**config.mk**
```make
export PLATFORM = sky130hd
export DESIGN_NAME = incremental_pid_controller
export DESIGN_NICKNAME = d
export VERILOG_FILES = /design/src/rtl/ipid_pkg.sv /design/src/rtl/ipid_err.sv /design/src/rtl/ipid_mul.sv /design/src/rtl/ipid_acc.sv /design/src/rtl/incremental_pid_controller.sv
export SDC_FILE = /design/constraint.sdc
export NUM_CORES = 2
export LEC_CHECK = 0
export ABC_AREA = 1
export BUFFER_PORTS_ARGS = -buffer_cell sky130_fd_sc_hd__buf_2
export CAP_MARGIN = 20
export CORE_MARGIN = 2
export CORE_UTILIZATION = 57
export CTS_CLUSTER_SIZE = 20
export DETAILED_ROUTE_END_ITERATION = 7
export HOLD_SLACK_MARGIN = 0.15
export PLACE_DENSITY = 0.76
export SLEW_MARGIN = 20
export SYNTH_ARGS = -nofsm -noshare
export SYNTH_HDL_FRONTEND = slang
export SYNTH_SLANG_ARGS = --single-unit
```
**constraint.sdc**
```tcl
create_clock -name clk -period 7.4 [get_ports clk]
set_input_delay 0.37 -clock clk [delete_from_list [all_inputs] [get_ports clk]]
set_output_delay 0.37 -clock clk [all_outputs]
set_load 0.02 [all_outputs]
```
**src/rtl/ipid_pkg.sv**
```systemverilog
// ---------------------------------------------------------------------------
// Incremental PID controller package
// Widths, register indexes, reset values and the types that pass between
// the stages of the controller.
// ---------------------------------------------------------------------------
`default_nettype none

package ipid_pkg;

	// Field and datapath widths.
	localparam int SAMPLE_W = 16;   // reference and feedback
	localparam int GAIN_W   = 24;   // unsigned Q8.16 gains
	localparam int LIMIT_W  = 16;   // ranges and clamp limits
	localparam int ERR_W    = 17;   // reference - feedback
	localparam int D1_W     = 18;   // first difference
	localparam int D2_W     = 19;   // second difference
	localparam int FRAC_W   = 16;   // fractional bits of the accumulator
	localparam int ACC_W    = 32;   // Q16.16 accumulator
	localparam int PROD_P_W = GAIN_W + 1 + D1_W;
	localparam int PROD_I_W = GAIN_W + 1 + ERR_W;
	localparam int PROD_D_W = GAIN_W + 1 + D2_W;
	localparam int SUM_W    = 46;   // accumulator plus three products, exact

	// Configuration port.
	localparam int CFG_IDX_W  = 3;
	localparam int CFG_DATA_W = GAIN_W;

	// Register indexes.
	typedef enum logic [CFG_IDX_W-1:0] {
		REG_REFERENCE   = 3'd0,
		REG_PROP_GAIN   = 3'd1,
		REG_INTEG_GAIN  = 3'd2,
		REG_DERIV_GAIN  = 3'd3,
		REG_INTEG_RANGE = 3'd4,
		REG_DERIV_RANGE = 3'd5,
		REG_OUT_MAX     = 3'd6,
		REG_OUT_MIN     = 3'd7
	} cfg_reg_t;

	// Reset values of the configuration registers.
	localparam logic signed [SAMPLE_W-1:0] RST_REFERENCE   = 16'sd4500;
	localparam logic [GAIN_W-1:0]          RST_PROP_GAIN   = 24'd655360;
	localparam logic [GAIN_W-1:0]          RST_INTEG_GAIN  = 24'd13107;
	localparam logic [GAIN_W-1:0]          RST_DERIV_GAIN  = 24'd655;
	localparam logic [LIMIT_W-1:0]         RST_INTEG_RANGE = 16'd200;
	localparam logic [LIMIT_W-1:0]         RST_DERIV_RANGE = 16'd100;
	localparam logic [LIMIT_W-1:0]         RST_OUT_MAX     = 16'd7200;
	localparam logic [LIMIT_W-1:0]         RST_OUT_MIN     = 16'd800;

	// Configuration register file contents.
	typedef struct packed {
		logic signed [SAMPLE_W-1:0] reference;
		logic [GAIN_W-1:0]          prop_gain;
		logic [GAIN_W-1:0]          integ_gain;
		logic [GAIN_W-1:0]          deriv_gain;
		logic [LIMIT_W-1:0]         integ_range;
		logic [LIMIT_W-1:0]         deriv_range;
		logic [LIMIT_W-1:0]         out_max;
		logic [LIMIT_W-1:0]         out_min;
	} cfg_t;

	// Error terms and term enables, first stage to second.
	typedef struct packed {
		logic signed [ERR_W-1:0] err;
		logic signed [D1_W-1:0]  d1;
		logic signed [D2_W-1:0]  d2;
		logic                    integ_en;
		logic                    deriv_en;
	} err_terms_t;

	// Gain products, second stage to third.
	typedef struct packed {
		logic signed [PROD_P_W-1:0] prop;
		logic signed [PROD_I_W-1:0] integ;
		logic signed [PROD_D_W-1:0] deriv;
		logic                       integ_en;
		logic                       deriv_en;
	} prod_t;

endpackage

`default_nettype wire

```
**src/rtl/ipid_err.sv**
```systemverilog
// ---------------------------------------------------------------------------
// Error stage
// Forms the error, its first and second differences and the term enables,
// and keeps the previous error and previous first difference.
// ---------------------------------------------------------------------------
`default_nettype none

module ipid_err (
	input  wire logic                             clk,
	input  wire logic                             arst_n,
	input  wire ipid_pkg::cfg_t                   cfg,
	input  wire logic                             in_valid,
	output logic                                  in_stall,
	input  wire logic signed [ipid_pkg::SAMPLE_W-1:0] feedback,
	output logic                                  valid_s1,
	output ipid_pkg::err_terms_t                  terms_s1,
	input  wire logic                             next_ready
);
	import ipid_pkg::*;

	logic                    ready;
	logic                    accept;
	logic signed [ERR_W-1:0] prev_err_q;
	logic signed [D1_W-1:0]  prev_d1_q;
	logic signed [ERR_W-1:0] err;
	logic signed [D1_W-1:0]  d1;
	logic signed [D2_W-1:0]  d2;
	logic signed [D1_W-1:0]  err_wide;
	logic [ERR_W-1:0]        mag;
	logic [ERR_W-1:0]        integ_lim;
	logic [ERR_W-1:0]        deriv_lim;

	// The stage takes a new sample when it is empty or its item moves on.
	assign ready    = !valid_s1 || next_ready;
	assign in_stall = !ready;
	assign accept   = in_valid && ready;

	// Error, differences and magnitude.
	always_comb begin
		err       = ERR_W'(cfg.reference) - ERR_W'(feedback);
		d1        = D1_W'(err) - D1_W'(prev_err_q);
		d2        = D2_W'(d1) - D2_W'(prev_d1_q);
		err_wide  = D1_W'(err);
		mag       = err_wide[D1_W-1] ? ERR_W'(-err_wide) : ERR_W'(err_wide);
		integ_lim = ERR_W'(cfg.integ_range);
		deriv_lim = ERR_W'(cfg.deriv_range);
	end

	// History of the error sequence advances with every accepted sample.
	always_ff @(posedge clk or negedge arst_n) begin
		if (!arst_n) begin
			prev_err_q <= '0;
			prev_d1_q  <= '0;
			valid_s1   <= 1'b0;
		end else begin
			if (accept) begin
				prev_err_q <= err;
				prev_d1_q  <= d1;
			end
			if (ready) begin
				valid_s1 <= in_valid;
			end
		end
	end

	// Stage register.
	always_ff @(posedge clk) begin
		if (accept) begin
			terms_s1.err      <= err;
			terms_s1.d1       <= d1;
			terms_s1.d2       <= d2;
			terms_s1.integ_en <= (cfg.integ_range == '0) || (mag < integ_lim);
			terms_s1.deriv_en <= (cfg.deriv_range == '0) || (mag > deriv_lim);
		end
	end

	// The stored history always matches the terms of the last accepted sample.
	assert property (@(posedge clk) disable iff (!arst_n)
		accept |=> (prev_err_q == terms_s1.err) && (prev_d1_q == terms_s1.d1))
		else $error("error history out of step with stage register");

	// A stalled stage keeps its item.
	assert property (@(posedge clk) disable iff (!arst_n)
		(valid_s1 && !next_ready) |=> valid_s1 && $stable(terms_s1))
		else $error("error stage lost a stalled item");

	// The second difference is the step of the first difference.
	assert property (@(posedge clk) disable iff (!arst_n)
		accept |=> (D2_W'(terms_s1.d1) - D2_W'($past(prev_d1_q))) == terms_s1.d2)
		else $error("second difference mismatch");

endmodule

`default_nettype wire

```
**src/rtl/ipid_mul.sv**
```systemverilog
// ---------------------------------------------------------------------------
// Gain multiply stage
// Multiplies the three error terms by their unsigned Q8.16 gains.
// ---------------------------------------------------------------------------
`default_nettype none

module ipid_mul (
	input  wire logic                 clk,
	input  wire logic                 arst_n,
	input  wire ipid_pkg::cfg_t       cfg,
	input  wire logic                 valid_s1,
	input  wire ipid_pkg::err_terms_t terms_s1,
	output logic                      ready_s1,
	output logic                      valid_s2,
	output ipid_pkg::prod_t           prod_s2,
	input  wire logic                 next_ready
);
	import ipid_pkg::*;

	logic                       load;
	logic signed [GAIN_W:0]     kp;
	logic signed [GAIN_W:0]     ki;
	logic signed [GAIN_W:0]     kd;
	logic signed [PROD_P_W-1:0] prop;
	logic signed [PROD_I_W-1:0] integ;
	logic signed [PROD_D_W-1:0] deriv;

	assign ready_s1 = !valid_s2 || next_ready;
	assign load     = valid_s1 && ready_s1;

	// Three independent signed products; each gain gets a zero sign bit.
	always_comb begin
		kp    = $signed({1'b0, cfg.prop_gain});
		ki    = $signed({1'b0, cfg.integ_gain});
		kd    = $signed({1'b0, cfg.deriv_gain});
		prop  = PROD_P_W'(kp) * PROD_P_W'(terms_s1.d1);
		integ = PROD_I_W'(ki) * PROD_I_W'(terms_s1.err);
		deriv = PROD_D_W'(kd) * PROD_D_W'(terms_s1.d2);
	end

	always_ff @(posedge clk or negedge arst_n) begin
		if (!arst_n) begin
			valid_s2 <= 1'b0;
		end else if (ready_s1) begin
			valid_s2 <= valid_s1;
		end
	end

	// Product register.
	always_ff @(posedge clk) begin
		if (load) begin
			prod_s2.prop     <= prop;
			prod_s2.integ    <= integ;
			prod_s2.deriv    <= deriv;
			prod_s2.integ_en <= terms_s1.integ_en;
			prod_s2.deriv_en <= terms_s1.deriv_en;
		end
	end

	// Enables travel unchanged with their products.
	assert property (@(posedge clk) disable iff (!arst_n)
		load |=> (prod_s2.integ_en == $past(terms_s1.integ_en))
			&& (prod_s2.deriv_en == $past(terms_s1.deriv_en)))
		else $error("term enables lost in multiply stage");

	// A stalled product stage keeps its item.
	assert property (@(posedge clk) disable iff (!arst_n)
		(valid_s2 && !next_ready) |=> valid_s2 && $stable(prod_s2))
		else $error("multiply stage lost a stalled item");

	// A zero error gives a zero integral product.
	assert property (@(posedge clk) disable iff (!arst_n)
		(load && (terms_s1.err == '0)) |=> (prod_s2.integ == '0))
		else $error("integral product wrong for zero error");

endmodule

`default_nettype wire

```
**src/rtl/ipid_acc.sv**
```systemverilog
// ---------------------------------------------------------------------------
// Accumulate and clamp stage
// Adds the proportional product and the enabled integral and derivative
// products to the Q16.16 accumulator, clamps the sum and presents its integer part as the result.
// ---------------------------------------------------------------------------
`default_nettype none

module ipid_acc (
	input  wire logic                          clk,
	input  wire logic                          arst_n,
	input  wire ipid_pkg::cfg_t                cfg,
	input  wire logic                          valid_s2,
	input  wire ipid_pkg::prod_t               prod_s2,
	output logic                               ready_s2,
	output logic                               out_valid,
	input  wire logic                          out_stall,
	output logic [ipid_pkg::LIMIT_W-1:0]       drive
);
	import ipid_pkg::*;

	logic                    load;
	logic [ACC_W-1:0]        accum_q;
	logic signed [SUM_W-1:0] sum;
	logic signed [SUM_W-1:0] hi;
	logic signed [SUM_W-1:0] lo;
	logic signed [SUM_W-1:0] clamped;

	// The result register accepts an item once the held result is gone.
	assign ready_s2 = !out_valid || !out_stall;
	assign load     = valid_s2 && ready_s2;

	// Exact sum, then clamp with the maximum checked first.
	always_comb begin
		hi  = $signed({(SUM_W-ACC_W)'(0), cfg.out_max, FRAC_W'(0)});
		lo  = $signed({(SUM_W-ACC_W)'(0), cfg.out_min, FRAC_W'(0)});
		sum = $signed({(SUM_W-ACC_W)'(0), accum_q}) + SUM_W'(prod_s2.prop);
		if (prod_s2.integ_en) begin
			sum = sum + SUM_W'(prod_s2.integ);
		end
		if (prod_s2.deriv_en) begin
			sum = sum + SUM_W'(prod_s2.deriv);
		end
		if (sum > hi) begin
			clamped = hi;
		end else if (sum < lo) begin
			clamped = lo;
		end else begin
			clamped = sum;
		end
	end

	// Accumulator doubles as the result register.
	always_ff @(posedge clk or negedge arst_n) begin
		if (!arst_n) begin
			accum_q   <= '0;
			out_valid <= 1'b0;
		end else begin
			if (load) begin
				accum_q <= clamped[ACC_W-1:0];
			end
			if (ready_s2) begin
				out_valid <= valid_s2;
			end
		end
	end

	assign drive = accum_q[ACC_W-1:FRAC_W];

	// A fresh result never exceeds the maximum unless it was pulled up to the minimum.
	assert property (@(posedge clk) disable iff (!arst_n)
		load |=> (drive <= $past(cfg.out_max)) || (drive == $past(cfg.out_min)))
		else $error("result above upper clamp");

	// A fresh result never falls below the minimum unless it was set to the maximum.
	assert property (@(posedge clk) disable iff (!arst_n)
		load |=> (drive >= $past(cfg.out_min)) || (drive == $past(cfg.out_max)))
		else $error("result below lower clamp");

	// The accumulator only moves when an item is taken in.
	assert property (@(posedge clk) disable iff (!arst_n)
		!load |=> $stable(accum_q))
		else $error("accumulator changed without an item");

endmodule

`default_nettype wire

```
**src/rtl/incremental_pid_controller.sv**
```systemverilog
// ---------------------------------------------------------------------------
// Incremental PID controller
// Each feedback sample updates a Q16.16 output accumulator by the
// proportional, integral and derivative increments; the clamped integer
// part of the accumulator is the drive value.
//
// Input channel: feedback with in_valid / in_stall; a sample transfers on
// a rising edge with in_valid high and in_stall low.
// Output channel: drive with out_valid / out_stall, same rule.
// Configuration: cfg_valid / cfg_ready write channel, cfg_index selects a
// register, cfg_data carries the value; cfg_ready is always high. Write
// registers only while no sample is in flight.
// Stages: the error stage, the multiply stage and the accumulate and clamp
// stage, each registered, lie between input transfer and out_valid.
// Throughput: one sample per cycle while out_stall is low; the accumulator
// update closes its feedback loop within the last stage.
// Reset: clears the history, the accumulator and all valid flags, and
// loads the register defaults. A stall on the output holds the result and
// backs up through the stages to in_stall.
// ---------------------------------------------------------------------------
`default_nettype none

module incremental_pid_controller (
	input  wire logic                                 clk,
	input  wire logic                                 arst_n,
	input  wire logic                                 in_valid,
	output logic                                      in_stall,
	input  wire logic signed [ipid_pkg::SAMPLE_W-1:0] feedback,
	output logic                                      out_valid,
	input  wire logic                                 out_stall,
	output logic [ipid_pkg::LIMIT_W-1:0]              drive,
	input  wire logic                                 cfg_valid,
	output logic                                      cfg_ready,
	input  wire logic [ipid_pkg::CFG_IDX_W-1:0]       cfg_index,
	input  wire logic [ipid_pkg::CFG_DATA_W-1:0]      cfg_data
);
	import ipid_pkg::*;

	cfg_t       cfg_q;
	logic       valid_s1;
	err_terms_t terms_s1;
	logic       ready_s1;
	logic       valid_s2;
	prod_t      prod_s2;
	logic       ready_s2;

	assign cfg_ready = 1'b1;

	// Configuration register file.
	always_ff @(posedge clk or negedge arst_n) begin
		if (!arst_n) begin
			cfg_q.reference   <= RST_REFERENCE;
			cfg_q.prop_gain   <= RST_PROP_GAIN;
			cfg_q.integ_gain  <= RST_INTEG_GAIN;
			cfg_q.deriv_gain  <= RST_DERIV_GAIN;
			cfg_q.integ_range <= RST_INTEG_RANGE;
			cfg_q.deriv_range <= RST_DERIV_RANGE;
			cfg_q.out_max     <= RST_OUT_MAX;
			cfg_q.out_min     <= RST_OUT_MIN;
		end else if (cfg_valid && cfg_ready) begin
			unique case (cfg_reg_t'(cfg_index))
				REG_REFERENCE:   cfg_q.reference   <= $signed(cfg_data[SAMPLE_W-1:0]);
				REG_PROP_GAIN:   cfg_q.prop_gain   <= cfg_data[GAIN_W-1:0];
				REG_INTEG_GAIN:  cfg_q.integ_gain  <= cfg_data[GAIN_W-1:0];
				REG_DERIV_GAIN:  cfg_q.deriv_gain  <= cfg_data[GAIN_W-1:0];
				REG_INTEG_RANGE: cfg_q.integ_range <= cfg_data[LIMIT_W-1:0];
				REG_DERIV_RANGE: cfg_q.deriv_range <= cfg_data[LIMIT_W-1:0];
				REG_OUT_MAX:     cfg_q.out_max     <= cfg_data[LIMIT_W-1:0];
				REG_OUT_MIN:     cfg_q.out_min     <= cfg_data[LIMIT_W-1:0];
				default: begin
				end
			endcase
		end
	end

	// Error and difference stage.
	ipid_err u_err (
		.clk        (clk),
		.arst_n     (arst_n),
		.cfg        (cfg_q),
		.in_valid   (in_valid),
		.in_stall   (in_stall),
		.feedback   (feedback),
		.valid_s1   (valid_s1),
		.terms_s1   (terms_s1),
		.next_ready (ready_s1)
	);

	// Gain multiply stage.
	ipid_mul u_mul (
		.clk        (clk),
		.arst_n     (arst_n),
		.cfg        (cfg_q),
		.valid_s1   (valid_s1),
		.terms_s1   (terms_s1),
		.ready_s1   (ready_s1),
		.valid_s2   (valid_s2),
		.prod_s2    (prod_s2),
		.next_ready (ready_s2)
	);

	// Accumulate, clamp and result stage.
	ipid_acc u_acc (
		.clk       (clk),
		.arst_n    (arst_n),
		.cfg       (cfg_q),
		.valid_s2  (valid_s2),
		.prod_s2   (prod_s2),
		.ready_s2  (ready_s2),
		.out_valid (out_valid),
		.out_stall (out_stall),
		.drive     (drive)
	);

	// Without an output stall the pipeline never pushes back on the input.
	assert property (@(posedge clk) disable iff (!arst_n)
		!out_stall |-> !in_stall)
		else $error("input stalled while output drains");

	// An input stall means every stage holds an item.
	assert property (@(posedge clk) disable iff (!arst_n)
		in_stall |-> valid_s1 && valid_s2 && out_valid && out_stall)
		else $error("input stalled with a free stage");

	// A sample taken in passes the error, multiply and accumulate stages to out_valid if nothing stalls.
	assert property (@(posedge clk) disable iff (!arst_n)
		(in_valid && !in_stall) ##1 !out_stall ##1 !out_stall |-> ##1 out_valid)
		else $error("sample did not reach the output");

endmodule

`default_nettype wire
```
==> flow_metrics.tcl <==
set metrics [dict create \
    status "complete, but fails checks" \
    violations "setup timing" \
    avgSynthCellArea_um2 7.70 \
    layout-drive-gt1-share_pct 18.8 \
    postSynthCellCount 9321 \
    grt_pass1_wl_um 381000 \
    cts.path.max_buffers 3 \
    clk_latency_ns 0.70 \
    drt_wl_total_um 250000 \
    yosysSeqAreaShare_pct 15.6 \
    die_w_um 359 \
    crit_type "flop to flop" \
    start_util_pct 57.3 \
    hold_viol_final 0 \
    synth_flop_cell "dfrtp_1" \
    synth_commonest_cells "nand2_1 (2581), inv_1 (2218), fa_1 (1060), ha_1 (694), nor2_1 (377)" \
    finalMaxSlewViolations 0 \
    clk_root_buffer_cell "clkbuf_16" \
    worst-endpoint-required_ns 8.01 \
    path_max_fanout 5 \
    cts_buffers 51 \
    ys_top_cells_by_area "fa_1 (30%), nand2_1 (13%), ha_1 (12%)" \
    synthMostInstantiatedCell "nand2_1" \
    syn2layout_area_growth_pct 19.8 \
    die-area_um2 129000 \
    synth_top_area_share_pct 29.6 \
    synth_edf_count 187 \
    num_vias 64800 \
    cts_tree "yes" \
    dr.first_iter.drc_count 6001 \
    gr-total-overflow 0 \
    worst_slack_ns -0.0325 \
    cpPeakStageDelay_ns 0.45 \
    start_kind "flop" \
    slew_headroom_pct 17.9 \
    placed_cells 11400 \
    fin_skew_ns 0.0460 \
    grt_pass1_vias 66500 \
    drc_errors 0 \
    core_um2 125000 \
    drt-pass1-iter-count 6 \
    grt_use_total_pct 38.8 \
    yosysWarnings 0 \
    synth_cell_type_count 56 \
    portBuffers 65 \
    hpwlAfterDp_um 204000 \
    vias_per_cell 5.53 \
    critPathTopFamily "simple AND/OR/NAND/NOR gates" \
    clk_pin_slew_worst_paths_ns 0.06 \
    netlist_area_um2 71800 \
    nets 11800 \
    ioPinCount 67 \
    path_buf_inv 10 \
    clock_sinks 409 \
    crit_arrival_ns 8.05 \
    syn-num-nets 11100 \
    fin_crit_sh_pct 100 \
    ys_ff_latch 409 \
    antenna_found_initial 21 \
    routedWlPerCell_um 21.3 \
    fmax_mhz 135 \
    period_minus_slack_ns 7.43 \
    worst_hold_path_type "primary input to flop" \
    fp-row-count 130 \
    cts-htree-levels 2 \
    worst_slew_pin_slew_ns 1.23 \
    crit_path_top_delay_cell "dfrtp_2" \
    post-synth-top-area-cell "fa_1" \
    ant_nets 0 \
    die_h_um 359 \
    async_flop_share_pct 54.3 \
    endpoint_kind "flop" \
    grt_max_degree 115 \
    drv_cap 0 \
    setup_violations 12 \
    rsz0062_at_grt "true" \
    layoutNonFillerInstCount 11700 \
    gp_congestion 1.07 \
]
[layer usage]
| layer | vias to the layer above | global-route usage, % | share of wire (%) |
|---|---|---|---|
| li1 | 29300 | - | - |
| met1 | 31700 | 47.9 | 37 |
| met2 | 2957 | 63.4 | 46 |
| met3 | 781 | 6.94 | 8.8 |
| met4 | 14 | 24.2 | 7.8 |
| met5 | - | 0 | 0.032 |
[through the flow]
stage          hold slack (ns)  cell area, um2  setup slack [ns]  utilization [%]  setup TNS, ns
5_1_grt                  0.212           86000            -0.237             68.7          -5.06
3_3_place_gp             0.406           78600            -0.925             62.7         -26.88
3_5_place_dp             0.407           78600             -1.01             62.7         -29.43
2_1_floorplan           0.0744           71800             0.990                -              0
6_report                 0.200           86000           -0.0325             68.7         -0.204
4_1_cts                  0.155           82500           -0.0274             65.9        -0.0949
[worst register-to-register path: cells and delay by family, from the launching register on]
kind | cells | cell delay (ns)
AOI/OAI and AO/OA | 8 | 1.42
xor gates and xnor gates | 3 | 0.60
adders and majority gates | 4 | 1.11
buffers and inverters | 10 | 1.20
DFF | 1 | 0.45
and+or+nand+nor | 26 | 2.58
[final timing paths]
check	slack, ns	depth (start not counted)	start	end
min in group asynchronous	0.31	2	arst_n	cfg_q[36]
hold reg to reg	0.42	0	u_err.terms_s1[0]	u_mul.prod_s2[0]
max in group asynchronous	5.70	3	arst_n	u_acc.accum_q[22]
setup / recovery	-0.03	51	u_acc.accum_q[19]	u_acc.accum_q[12]
hold / removal	0.20	3	cfg_data[16]	cfg_q[80]
setup reg to reg	-0.03	51	u_acc.accum_q[19]	u_acc.accum_q[12]
[kinds of logic after synthesis]
kind of cell / Yosys count / synth area share (%)
AOI/OAI and AO/OA: 863 / 6.54
adders and majority gates: 1754 / 41.7
xor gates and xnor gates: 232 / 2.83
other: 1 / 0.00522
DFF: 409 / 15.6
and+or+nand+nor: 3501 / 19.8
buffers and inverters: 2561 / 13.5
[flip-flops by register name, indices dropped and copies added (netlist names)]
| signal | cells |
|---|---|
| u_err.prev_err_q | 17 |
| cfg_q | 152 |
| u_err.terms_s1 | 56 |
| u_err.prev_d1_q | 18 |
| u_err.valid_s1 | 1 |
| u_acc.out_valid | 1 |
| u_acc.accum_q | 32 |
| u_mul.valid_s2 | 1 |
| u_mul.prod_s2 | 131 |
[repair_timing]
item,4_1_cts,5_1_grt
setup endpoints to repair,32,45
gates cloned,2,4
resized for setup,296,647
hold buffers,19,0
pin swaps,70,252
buffers inserted,73,84
endpoints found under the hold margin,121,0
[layout by cell type, fill, tap and decap left out, types with 34 or more instances in the layout]
cell / Yosys / final
xnor2_1: 82 / 73
nand3_1: 291 / 244
fa_1: 1060 / 1059
o21ai_1: 26 / 35
buf_4: 19 / 831
inv_2: 4 / 35
a21oi_1: 355 / 274
ha_1: 694 / 610
ha_4: 0 / 78
xor2_1: 150 / 136
nor2_1: 377 / 291
nand2_4: 4 / 60
buf_6: 3 / 36
nand3_2: 21 / 58
nand2_1: 2581 / 2361
buf_2: 6 / 64
nor2_4: 2 / 56
o21ai_2: 1 / 36
dfrtp_1: 188 / 178
edfxtp_1: 187 / 187
nand2_2: 14 / 173
inv_1: 2218 / 2184
o21ai_0: 336 / 284
nor2_2: 11 / 43
a21oi_2: 9 / 67
nand4_1: 46 / 46
or2_2: 66 / 66
dfstp_2: 34 / 34
clkbuf_16: 0 / 56
[final cells by class]
cell class,instances,area (um2)
Multi-Input combinational cell,6354,54800
Antenna cell,6,15.0
Timing Repair Buffer,982,7800
Inverter,2225,8360
Fill cell,10300,39200
Clock buffer,60,1390
Clock inverter,36,400
Sequential cell,409,11200
Tap cell,1650,2060
Power is not shown: default switching activity piles up to over one toggle a cycle in this logic, so the estimate is an artifact.
